## config.mk

```make
export PLATFORM = sky130hd
export DESIGN_NAME = breakpoint_schedule_interpolator_unit
export DESIGN_NICKNAME = d
export VERILOG_FILES = /design/src/sv/bsi_pkg.sv /design/src/sv/breakpoint_schedule_interpolator_unit.sv
export SDC_FILE = /design/constraint.sdc
export NUM_CORES = 2
export LEC_CHECK = 0
export ABC_CLOCK_PERIOD_IN_PS = 10700
export BUFFER_PORTS_ARGS = -buffer_cell sky130_fd_sc_hd__buf_2
export CAP_MARGIN = 0
export CORE_UTILIZATION = 65
export CTS_CLUSTER_DIAMETER = 60
export DETAILED_ROUTE_END_ITERATION = 10
export MAX_ROUTING_LAYER = met4
export PLACE_DENSITY_LB_ADDON = 0.1
export SETUP_SLACK_MARGIN = 0.4
export SLEW_MARGIN = 10
export SYNTH_ARGS = -nofsm -noshare
export SYNTH_HDL_FRONTEND = slang
export SYNTH_SLANG_ARGS = --single-unit
```

## constraint.sdc

```tcl
create_clock -name clock -period 10.7 [get_ports clock]
set_input_delay 1.605 -clock clock [delete_from_list [all_inputs] [get_ports clock]]
set_output_delay 1.605 -clock clock [all_outputs]
set_load 0.03 [all_outputs]
```

## src/sv/bsi_pkg.sv

```systemverilog
// ----------------------------------------------------------------------------
// Breakpoint schedule interpolator package
// Shared constants: widths, table size, function and register codes, divider
// step count.
// ----------------------------------------------------------------------------
package bsi_pkg;

   // table geometry
   localparam int MAX_BREAKPOINTS = 16;
   localparam int SLOT_W          = 4;
   localparam int COUNT_W         = 5;

   // payload widths
   localparam int TIME_W  = 32;
   localparam int VALUE_W = 24;
   localparam int PROD_W  = TIME_W + VALUE_W;

   // divider runs one quotient bit per cycle over the full product
   localparam int DIV_STEPS = PROD_W;
   localparam int DIV_CNT_W = 6;

   // request function codes
   localparam logic FUNC_LOAD   = 1'b0;
   localparam logic FUNC_SAMPLE = 1'b1;

   // register indexes
   localparam int  CSR_INDEX_W = 1;
   localparam int  CSR_DATA_W  = 5;
   localparam logic [CSR_INDEX_W-1:0] CSR_INTERP_MODE      = 1'b0;
   localparam logic [CSR_INDEX_W-1:0] CSR_BREAKPOINT_COUNT = 1'b1;

   // interpolation modes
   localparam logic MODE_CONSTANT = 1'b0;
   localparam logic MODE_LINEAR   = 1'b1;

   // reset value of the breakpoint count register
   localparam logic [COUNT_W-1:0] COUNT_RESET = 5'd2;

endpackage

```

## src/sv/breakpoint_schedule_interpolator_unit.sv

```systemverilog
// ----------------------------------------------------------------------------
// Breakpoint schedule interpolator
// Piecewise constant or linear temperature schedule over a 16-entry
// breakpoint table, with one shared restoring divider for interpolation.
// ----------------------------------------------------------------------------
// Sequence: a load writes the table on acceptance, no result. A sample reads
//   the table, steps the pointer, takes the segment start, then outputs in
//   constant mode or at the table end, else checks the span; if positive it
//   multiplies, runs 56 divider steps (a bit a cycle), saturates. Loads go back
//   to back; a sample stalls requests until output, longer if a result is held.
// Reset: synchronous; clears sequencer, pointer and output valid, sets
//   constant mode and a count of 2; the table is not cleared.
module breakpoint_schedule_interpolator_unit
   import bsi_pkg::*;
(
   input  logic                   clock,
   input  logic                   reset,
   // request channel
   input  logic                   req_valid,
   output logic                   req_stall,
   input  logic                   req_func,
   input  logic [SLOT_W-1:0]      req_entry_index,
   input  logic [TIME_W-1:0]      req_entry_time,
   input  logic [VALUE_W-1:0]     req_entry_value,
   input  logic [TIME_W-1:0]      req_update_index,
   // response channel
   output logic                   rsp_valid,
   input  logic                   rsp_stall,
   output logic [VALUE_W-1:0]     rsp_temperature,
   output logic [SLOT_W-1:0]      rsp_segment,
   output logic                   rsp_past_end,
   // register write port
   input  logic                   csr_write_enable,
   input  logic [CSR_INDEX_W-1:0] csr_index,
   input  logic [CSR_DATA_W-1:0]  csr_data
);

   // sequencer states
   localparam logic [3:0] S_IDLE    = 4'd0;
   localparam logic [3:0] S_RD_NEXT = 4'd1;
   localparam logic [3:0] S_ADVANCE = 4'd2;
   localparam logic [3:0] S_SEG0    = 4'd3;
   localparam logic [3:0] S_SEG1    = 4'd4;
   localparam logic [3:0] S_MUL     = 4'd5;
   localparam logic [3:0] S_DIV     = 4'd6;
   localparam logic [3:0] S_FIN     = 4'd7;
   localparam logic [3:0] S_OUT     = 4'd8;

   // breakpoint table
   logic [TIME_W-1:0]  times_mem  [MAX_BREAKPOINTS];
   logic [VALUE_W-1:0] values_mem [MAX_BREAKPOINTS];
   logic [TIME_W-1:0]  rd_time_ff;
   logic [VALUE_W-1:0] rd_value_ff;
   logic [SLOT_W-1:0]  rd_addr;

   // control state
   logic [3:0]         state_ff, state_in;
   logic [SLOT_W-1:0]  ptr_ff, ptr_in;
   logic               mode_ff, mode_in;
   logic [COUNT_W-1:0] count_ff, count_in;
   logic               rsp_valid_ff, rsp_valid_in;

   // datapath registers
   logic [TIME_W-1:0]    u_ff, u_in;
   logic                 at_end_ff, at_end_in;
   logic [TIME_W-1:0]    t0_ff, t0_in;
   logic [VALUE_W-1:0]   v0_ff, v0_in;
   logic [VALUE_W-1:0]   dv_mag_ff, dv_mag_in;
   logic [TIME_W-1:0]    du_mag_ff, du_mag_in;
   logic                 neg_ff, neg_in;
   logic [TIME_W-1:0]    span_ff, span_in;
   logic [PROD_W-1:0]    quo_ff, quo_in;
   logic [TIME_W-1:0]    rem_ff, rem_in;
   logic [DIV_CNT_W-1:0] cnt_ff, cnt_in;
   logic [VALUE_W-1:0]   res_ff, res_in;
   logic [VALUE_W-1:0]   rsp_temperature_ff, rsp_temperature_in;
   logic [SLOT_W-1:0]    rsp_segment_ff, rsp_segment_in;
   logic                 rsp_past_end_ff, rsp_past_end_in;

   // combinational helpers
   logic                 req_accept;
   logic                 out_free;
   logic [SLOT_W-1:0]    last_slot;
   logic                 advance;
   logic [SLOT_W-1:0]    adv_ptr;
   logic [VALUE_W:0]     dv;
   logic [TIME_W:0]      du;
   logic [PROD_W-1:0]    prod;
   logic [TIME_W:0]      rem_shift;
   logic [TIME_W+1:0]    div_diff;
   logic                 div_ge;
   logic [PROD_W:0]      fin_sum;

   assign req_stall  = (state_ff != S_IDLE);
   assign req_accept = req_valid & ~req_stall;
   assign out_free   = ~rsp_valid_ff | ~rsp_stall;

   // clamp the breakpoint count into 2..MAX_BREAKPOINTS, take the last slot
   always_comb begin
      if (count_ff < COUNT_W'(2)) begin
         last_slot = SLOT_W'(1);
      end else if (count_ff > COUNT_W'(MAX_BREAKPOINTS)) begin
         last_slot = SLOT_W'(MAX_BREAKPOINTS - 1);
      end else begin
         last_slot = count_ff[SLOT_W-1:0] - SLOT_W'(1);
      end
   end

   // step the pointer when the next breakpoint time is reached
   assign advance = (ptr_ff < last_slot) && (u_ff >= rd_time_ff);
   assign adv_ptr = advance ? ptr_ff + SLOT_W'(1) : ptr_ff;

   // segment deltas, rd_* holds the segment end in S_SEG1
   assign dv   = {1'b0, rd_value_ff} - {1'b0, v0_ff};
   assign du   = {1'b0, u_ff} - {1'b0, t0_ff};
   assign prod = {{TIME_W{1'b0}}, dv_mag_ff} * {{VALUE_W{1'b0}}, du_mag_ff};

   // shared compare-subtract step of the restoring divider
   assign rem_shift = {rem_ff, quo_ff[PROD_W-1]};
   assign div_diff  = {1'b0, rem_shift} - {2'b00, span_ff};
   assign div_ge    = ~div_diff[TIME_W+1];

   // start value plus unsigned quotient, used for the positive direction
   assign fin_sum = {{(PROD_W-VALUE_W+1){1'b0}}, v0_ff} + {1'b0, quo_ff};

   // table read address per sequencer step
   always_comb begin
      unique case (state_ff)
         S_RD_NEXT: rd_addr = ptr_ff + SLOT_W'(1);
         S_ADVANCE: rd_addr = adv_ptr;
         S_SEG0:    rd_addr = ptr_ff + SLOT_W'(1);
         default:   rd_addr = ptr_ff;
      endcase
   end

   // sequencer and datapath next state
   always_comb begin
      state_in           = state_ff;
      ptr_in             = ptr_ff;
      mode_in            = mode_ff;
      count_in           = count_ff;
      rsp_valid_in       = rsp_valid_ff & rsp_stall;
      u_in               = u_ff;
      at_end_in          = at_end_ff;
      t0_in              = t0_ff;
      v0_in              = v0_ff;
      dv_mag_in          = dv_mag_ff;
      du_mag_in          = du_mag_ff;
      neg_in             = neg_ff;
      span_in            = span_ff;
      quo_in             = quo_ff;
      rem_in             = rem_ff;
      cnt_in             = cnt_ff;
      res_in             = res_ff;
      rsp_temperature_in = rsp_temperature_ff;
      rsp_segment_in     = rsp_segment_ff;
      rsp_past_end_in    = rsp_past_end_ff;

      // register writes must arrive only while idle; the block does not enforce this
      if (csr_write_enable) begin
         unique case (csr_index)
            CSR_INTERP_MODE:      mode_in  = csr_data[0];
            CSR_BREAKPOINT_COUNT: count_in = csr_data;
            default: ;
         endcase
      end

      unique case (state_ff)
         S_IDLE: begin
            if (req_accept) begin
               if (req_func == FUNC_LOAD) begin
                  ptr_in = '0;
               end else begin
                  // clamp a pointer left beyond a lowered count
                  ptr_in   = (ptr_ff > last_slot) ? last_slot : ptr_ff;
                  u_in     = req_update_index;
                  state_in = S_RD_NEXT;
               end
            end
         end
         S_RD_NEXT: begin
            state_in = S_ADVANCE;
         end
         S_ADVANCE: begin
            ptr_in    = adv_ptr;
            at_end_in = (adv_ptr == last_slot);
            state_in  = S_SEG0;
         end
         S_SEG0: begin
            t0_in = rd_time_ff;
            v0_in = rd_value_ff;
            res_in = rd_value_ff;
            if (at_end_ff || (mode_ff == MODE_CONSTANT)) begin
               state_in = S_OUT;
            end else begin
               state_in = S_SEG1;
            end
         end
         S_SEG1: begin
            // a zero or negative span keeps the start value
            if (rd_time_ff > t0_ff) begin
               dv_mag_in = dv[VALUE_W] ? VALUE_W'(-dv) : dv[VALUE_W-1:0];
               du_mag_in = du[TIME_W] ? TIME_W'(-du) : du[TIME_W-1:0];
               neg_in    = dv[VALUE_W] ^ du[TIME_W];
               span_in   = rd_time_ff - t0_ff;
               state_in  = S_MUL;
            end else begin
               state_in = S_OUT;
            end
         end
         S_MUL: begin
            quo_in   = prod;
            rem_in   = '0;
            cnt_in   = '0;
            state_in = S_DIV;
         end
         S_DIV: begin
            rem_in = div_ge ? div_diff[TIME_W-1:0] : rem_shift[TIME_W-1:0];
            quo_in = {quo_ff[PROD_W-2:0], div_ge};
            cnt_in = cnt_ff + DIV_CNT_W'(1);
            if (cnt_ff == DIV_CNT_W'(DIV_STEPS - 1)) begin
               state_in = S_FIN;
            end
         end
         S_FIN: begin
            // apply the truncated quotient and saturate to the value range
            if (neg_ff) begin
               if ({{(PROD_W-VALUE_W){1'b0}}, v0_ff} < quo_ff) begin
                  res_in = '0;
               end else begin
                  res_in = v0_ff - quo_ff[VALUE_W-1:0];
               end
            end else if (fin_sum[PROD_W:VALUE_W] != '0) begin
               res_in = '1;
            end else begin
               res_in = fin_sum[VALUE_W-1:0];
            end
            state_in = S_OUT;
         end
         S_OUT: begin
            // hold until the output register is free
            if (out_free) begin
               rsp_valid_in       = 1'b1;
               rsp_temperature_in = res_ff;
               rsp_segment_in     = ptr_ff;
               rsp_past_end_in    = at_end_ff;
               state_in           = S_IDLE;
            end
         end
         default: begin
            state_in = S_IDLE;
         end
      endcase
   end

   // control registers
   always_ff @(posedge clock) begin
      if (reset) begin
         state_ff     <= S_IDLE;
         ptr_ff       <= '0;
         mode_ff      <= MODE_CONSTANT;
         count_ff     <= COUNT_RESET;
         rsp_valid_ff <= 1'b0;
      end else begin
         state_ff     <= state_in;
         ptr_ff       <= ptr_in;
         mode_ff      <= mode_in;
         count_ff     <= count_in;
         rsp_valid_ff <= rsp_valid_in;
      end
   end

   // payload registers
   always_ff @(posedge clock) begin
      u_ff               <= u_in;
      at_end_ff          <= at_end_in;
      t0_ff              <= t0_in;
      v0_ff              <= v0_in;
      dv_mag_ff          <= dv_mag_in;
      du_mag_ff          <= du_mag_in;
      neg_ff             <= neg_in;
      span_ff            <= span_in;
      quo_ff             <= quo_in;
      rem_ff             <= rem_in;
      cnt_ff             <= cnt_in;
      res_ff             <= res_in;
      rsp_temperature_ff <= rsp_temperature_in;
      rsp_segment_ff     <= rsp_segment_in;
      rsp_past_end_ff    <= rsp_past_end_in;
   end

   // write a breakpoint on a load beat
   always_ff @(posedge clock) begin
      if (req_accept && (req_func == FUNC_LOAD)) begin
         times_mem[req_entry_index]  <= req_entry_time;
         values_mem[req_entry_index] <= req_entry_value;
      end
   end

   // registered table read
   always_ff @(posedge clock) begin
      rd_time_ff  <= times_mem[rd_addr];
      rd_value_ff <= values_mem[rd_addr];
   end

   assign rsp_valid       = rsp_valid_ff;
   assign rsp_temperature = rsp_temperature_ff;
   assign rsp_segment     = rsp_segment_ff;
   assign rsp_past_end    = rsp_past_end_ff;

`ifndef SYNTHESIS
   // pointer stays inside the table once the segment is read
   a_ptr_in_table: assert property (@(posedge clock) disable iff (reset)
      (state_ff == S_SEG0) |-> (ptr_ff <= last_slot))
      else $error("segment pointer beyond last breakpoint");

   // end flag agrees with the pointer
   a_end_flag: assert property (@(posedge clock) disable iff (reset)
      (state_ff == S_SEG0) |-> (at_end_ff == (ptr_ff == last_slot)))
      else $error("end flag disagrees with segment pointer");

   // divider never runs past its step count
   a_div_count: assert property (@(posedge clock) disable iff (reset)
      (state_ff == S_DIV) |-> (cnt_ff < DIV_CNT_W'(DIV_STEPS)))
      else $error("divider step count overrun");

   // a new result only comes out of the output step
   a_rsp_source: assert property (@(posedge clock) disable iff (reset)
      $rose(rsp_valid_ff) |-> ($past(state_ff) == S_OUT))
      else $error("result raised outside the output step");

   // hold requests off while the sequencer is busy
   a_no_accept_busy: assert property (@(posedge clock) disable iff (reset)
      (state_ff != S_IDLE) |-> req_stall)
      else $error("request accepted while busy");
`endif

endmodule
```

After elaboration in Yosys (flattened, before gate mapping)
Memories as Yosys holds them, arrays and structs flattened. A register that Yosys moved wholly into a read port is not among the register bits.
Index checks and enable logic that the tools add are counted.
{"block": "totals", "word_cells": 113, "input_bits": 104, "register_bits": 340, "ramBits": 896, "latch_bits": 0, "memories": 2, "romBits": 0, "out_inout_bits": 31}
{"memory": "times_mem", "depth": 16, "word_bits": 32, "rd": 1, "rd_ports_with_merged_regs": 1, "wr": 1, "line": "breakpoint_schedule_interpolator_unit.sv:50", "source": "logic [TIME_W-1:0] times_mem [MAX_BREAKPOINTS];"}
{"memory": "values_mem", "depth": 16, "word_bits": 24, "rd": 1, "rd_ports_with_merged_regs": 1, "wr": 1, "line": "breakpoint_schedule_interpolator_unit.sv:51", "source": "logic [VALUE_W-1:0] values_mem [MAX_BREAKPOINTS];"}
{"block": "classes", "mul": 1, "bitwise": 11, "eq_ne": 15, "order_cmp": 7, "add_sub_neg": 11, "n_mux": 29, "shifts": 0, "n_reduce_logical": 17, "n_div": 0}
{"op": "$pmux W56 S2", "n": 1}
{"op": "$mux W24", "n": 4}
{"op": "$mux W32", "n": 2}
{"op": "$pmux W32 S2", "n": 1}
{"op": "$add A24 B56 Y57", "n": 1}
{"op": "$lt A24 B56 Y1", "n": 1}
{"op": "$mul A24 B32 Y56", "n": 1}
{"op": "$mux W4", "n": 12}
{"op": "$pmux W24 S2", "n": 1}
{"op": "$pmux W4 S9", "n": 1}
{"op": "$sub A33 B32 Y34", "n": 1}
{"op": "$reduce_bool A33 Y1", "n": 1}
{"op": "$sub A32 B32 Y33", "n": 1}
{"op": "$ge A32 B32 Y1", "n": 1}
{"op": "$gt A32 B32 Y1", "n": 1}
{"op": "$neg A32 Y32", "n": 1}
{"op": "$sub A32 B32 Y32", "n": 1}
{"op": "$sub A24 B24 Y25", "n": 1}
{"op": "$neg A24 Y24", "n": 1}
{"op": "$sub A24 B24 Y24", "n": 1}
{"op": "$eq A4 B3 Y1 const B", "n": 4}
{"op": "$pmux W4 S2", "n": 2}
{"op": "$pmux W6 S2", "n": 1}
{"op": "$eq A4 B2 Y1 const B", "n": 2}
{"op": "other kinds (27)", "n": 47}

Depth between registers and ports, before layout
{"block": "logic_depth", "depth_word": 8, "ltp_mapped": 28, "mapped_depth_nobuf": 26}

Worst setup path after synthesis
Ideal clock, no wire load.
{"block": "synth_timing", "path_kind": "reg2reg", "start": "register du_mag_ff[13]", "end": "register quo_ff[55] (data pin)", "stages_incl_launch_ff": 27, "path_slack_ps": 3595, "required_time_ps": 10433, "period_less_slack_ps": 7105, "arrival_ps": 6838, "path_cell_list": "edfxtp_1 > clkbuf_1 > nand2_1 > fa_1 > inv_1 > fa_1 > inv_1 > fa_1 > fa_1 > fa_1 > inv_1 > fa_1 > inv_1 > fa_1 > inv_1 > ha_1 > a21o_1 > a31oi_1 > nor2_1 > a2111oi_0 > a2bb2oi_1 > a21oi_1 > a311oi_1 > o41ai_1 > a31oi_1 > xnor2_1 > o21ai_0"}
{"block": "synth_via", "elab_chain_cells": 2}
{"item": "from (decl)", "line": "breakpoint_schedule_interpolator_unit.sv:69", "source": "logic [TIME_W-1:0] du_mag_ff, du_mag_in;"}
{"item": "from (signal assigned)", "line": "breakpoint_schedule_interpolator_unit.sv:280", "source": "du_mag_ff <= du_mag_in;"}
{"item": "$mul A24 B32 Y56", "line": "breakpoint_schedule_interpolator_unit.sv:116", "source": "assign prod = {{TIME_W{1'b0}}, dv_mag_ff} * {{VALUE_W{1'b0}}, du_mag_ff};"}
{"item": "$pmux W56 S2", "line": "breakpoint_schedule_interpolator_unit.sv:168", "source": "unique case (state_ff)"}
{"item": "net quo_in[55]", "line": "breakpoint_schedule_interpolator_unit.sv:72", "source": "logic [PROD_W-1:0] quo_ff, quo_in;"}
{"item": "to (signal assigned)", "line": "breakpoint_schedule_interpolator_unit.sv:283", "source": "quo_ff <= quo_in;"}
{"item": "to (decl)", "line": "breakpoint_schedule_interpolator_unit.sv:72"}
The timed path passes the listed nets, and every way through them passes these cells.
A chain may end at the register's enable or synchronous reset.

Worst setup path after layout
Same ends and word-level chain as after synthesis.

==> run metrics <==
Crit path depth 24; DR vias/cell a little under 7; crit path cell chain buf_4, nand2_1, fa_1, fa_1, inv_1, fa_1, fa_1, fa_1, fa_1, inv_1, fa_1, inv_1, ha_1, a21o_1, a21oi_1, o21bai_1, a21o_1, a2111oi_0, a21oi_1, a311oi_1, o41ai_1, a31oi_1, xnor2_1, o21ai_0; clock skew 0.0699 ns; Clk pin slew, worst setup/hold paths around 0.060 ns; fraction of the mapped netlist area in compound gates 0.180; power per cell area between 150 and 200 mW/mm2; Switching Fraction 0.357; area post-placement 0.0919 mm2; GPL Wtd Cong between 1 and 1.5; syn nets 9253; Crit Path Class flop to flop; Initial Utilization 0.655; Die Wd ~370 um; Synth Area in Simple Gates 0.104; critical path's top delay family adder cells; Main synth FF type edfxtp_1; Yosys warnings 0; GRT overflow 0; Worst Max-Slew Pin Slew roughly 1.3 ns; Netlist Area Pre-Place around 0.09 mm2; worst hold start res_ff[3]; Synth cell types between 90 and 100; IO Port Bufs approximately 130; clock share of power 0.296; largest family of logic cells by synthesized area adder cells; # rows between 100 and 150; CP max stage cell edfxtp_1; post-cts sizing count 0; CP arrival 9.02 ns; core area between 0.1 and 0.15 mm2; Die Area around 0.14 mm2; area share of the largest cell type after synthesis 0.408; Synth top cells by count edfxtp_1, inv_1, fa_1; # fillers just under 10000; crit-path max FO 16; Setup-failing EPs final 0; Critical Path Max Stage Delay 0.90 ns; Slew Viols, Final 0; Hold WS around 0.41 ns; most numerous cell in the Yosys netlist edfxtp_1; shortest period the worst path allows roughly 8.5 ns; setup repair bufs after CTS 0; # nets final between 9000 and 10000; synth top area cells edfxtp_1, fa_1, ha_1, a22o_1, inv_1; switching power just under 6 mW; largest net degree at the start of global routing 193; post-synthesis xor/xnor area fraction 0.0217; Remaining DRCs 4; logic gate share of total power 0.334; initial drt markers approximately 9400; reg2reg path depth 24; outcome complete, but fails checks; RSZ-0062 raised after global routing no; Clock Tree Root clkbuf_16; drt wl/cell approximately 27 um; Synth Area per Inst about 11 um2; setup TNS 0 ns; TritonCTS clock tree built; Leakage 38.7 nW; H-tree levels 4; maxcap violations 0; DR pass1 iterations 11; cts hold-fix bufs 0; first-pass GRT wire length ~400000 um; final WL 264000 um; number of enable flip-flop cells after synthesis between 1000 and 1500; Max-Slew Margin vs Limit 0.166; setup slack after layout approximately 2.2 ns; crit end category flop; Hold/Removal Path Class flop to flop; metal3 WL roughly 29000 um; dpl hpwl 172000 um; Flop pwr share 0.370; DRT antenna net count 0; initial antenna violation count 23; Critical Path Source du_mag_ff[13]; layout cells sized above 1 0.0683; Period Utilization, post-route 0.796; Worst Path Buf+Inv 4; Most common cell on crit path fa_1; maximum clock path buffer count 3; CP startpoint kind flop; Final Instance Area roughly 0.097 mm2; Chip Height approximately 370 um; Finished Core Util 0.704; mux cell area share after synthesis 0.00496; cell taking the most area after synthesis edfxtp_1; worst r2r src du_mag_ff[13]; Critical Path RT approximately 11 ns; WL met2 122000 um; Top Metal Used met4; sequential-to-total area share from yosys stat 0.424; area share of fa/ha/maj cells after synthesis 0.202; Fmax around 0.12 GHz; vias in the first global route ~68000; Num CTS Buffers 144; Area Growth Syn to Fin 7.58%; failing checks design-rule violations; Worst-Skew Late Latency about 0.80 ns; synthesized instance count 8094; CTS Sinks between 1000 and 1500; via count between 60000 and 70000; Ports around 140; Int Power 10.7 mW; Seq cells post-synth roughly 1300; Hold Vio Cnt, Final 0; Hold Path Depth 0; asr flop ratio synth 0; setup slack after placement around 2.2 ns; All-Layer GR Usage 0.386; M1 WL 99800 um; VDD IR max approximately 0.23 mV
[final cells by class]
| type | instances | area, um2 | area share |
|---|---|---|---|
| multi-input cells | 5300 | 46400 | 0.480 |
| flip-flops and latches | 1292 | 38100 | 0.394 |
| clock buffers | 180 | 3860 | 0.0399 |
| inverters | 955 | 3590 | 0.0371 |
| well taps | 1794 | 2240 | 0.0232 |
| repair buffers | 246 | 1630 | 0.0169 |
| clock inverters | 82 | 858 | 0.00888 |
| diodes | 17 | 42.5 | 0.000440 |
[worst register-to-register path: stages (launching register included)]
cell and delay, ns:
edfxtp_1 0.90, buf_4 0.32, nand2_1 0.10, fa_1 0.53, fa_1 0.57, inv_1 0.06
fa_1 0.50, fa_1 0.60, fa_1 0.43, fa_1 0.49, inv_1 0.05, fa_1 0.51
inv_1 0.07, ha_1 0.36, a21o_1 0.20, a21oi_1 0.15, o21bai_1 0.10, a21o_1 0.19
a2111oi_0 0.67, a21oi_1 0.21, a311oi_1 0.52, o41ai_1 0.25, a31oi_1 0.24, xnor2_1 0.13
o21ai_0 0.10
[power groups by stage]
stage / combinational (mW) / sequential (mW) / clock [mW]
detailed placement: 5.40 / 6.24 / 0
floorplan: 3.83 / 6.08 / 0
global placement: 5.32 / 6.23 / 0
global route: 5.91 / 6.15 / 5.13
finish: 5.54 / 6.14 / 4.90
CTS: 5.43 / 6.14 / 4.93
[per-stage QoR]
step | cells | total power, mW
after floorplan | 8094 | 9.91
after global placement | 9586 | 11.5
after detailed placement | 9587 | 11.6
after CTS | 9849 | 16.5
after global routing | 9863 | 17.2
final | 9866 | 16.6
[cells by family (layout without fill, tap and decap cells)]
group,count (synthesis),count (layout)
muxes,44,44
AOI/OAI and AO/OA,2065,2065
buffers and inverters,1502,1463
and+or+nand+nor,1913,1913
xor gates and xnor gates,223,223
DFF,1292,1292
other,0,17
adders and majority gates,1055,1055
[metal layers]
metal / GRT usage / vias up
met5: - / -
met3: 0.0726 / 766
met1: 0.508 / 33900
met2: 0.586 / 4149
met4: 0.174 / 0
li1: - / 29400
[flip-flops by register name, indices dropped and copies added (netlist names), 4 cells and up]
signal and flops:
rsp_segment 4, times_mem 512, res_ff 24, span_ff 32, du_mag_ff 32, dv_mag_ff 24, state_ff 4, rsp_temperature 24
ptr_ff 4, quo_ff 56, values_mem 384, rd_value_ff 24, rd_time_ff 32, v0_ff 24, t0_ff 32, cnt_ff 6
u_ff 32, count_ff 5, rem_ff 32
[placed cells by master, fill, tap and decap left out, types with 24 or more instances in the layout]
cell type  instances
nand3_1          149
a31oi_1           59
o21a_1            33
clkbuf_16        146
a211oi_1          28
nand4_1           37
a22o_1           446
a221oi_1         229
dfxtp_1           69
or3_1             34
edfxtp_1        1221
o31ai_1           34
clkbuf_1          26
fa_1             664
xor2_1            71
and3_1            32
buf_4            102
buf_2            134
a21o_1            90
a21oi_1          296
a222oi_1         333
o21bai_1          34
o211ai_1          24
a22oi_1          115
ha_1             391
nor4_1            25
o21ai_0          173
nand2_1          661
and2_1           404
mux2i_1           40
inv_1            954
nor2_1           315
nor2b_1           34
nor3_1            65
nand2b_1          40
xnor2_1          151
[worst paths after layout]
kind / to / slack, ns
max: quo_ff[55] / 2.18
min: rsp_temperature[3] / 0.41
max reg2reg: quo_ff[55] / 2.18
min reg2reg: rsp_temperature[3] / 0.41
No activity file was read; power rests on OpenSTA's default activity.
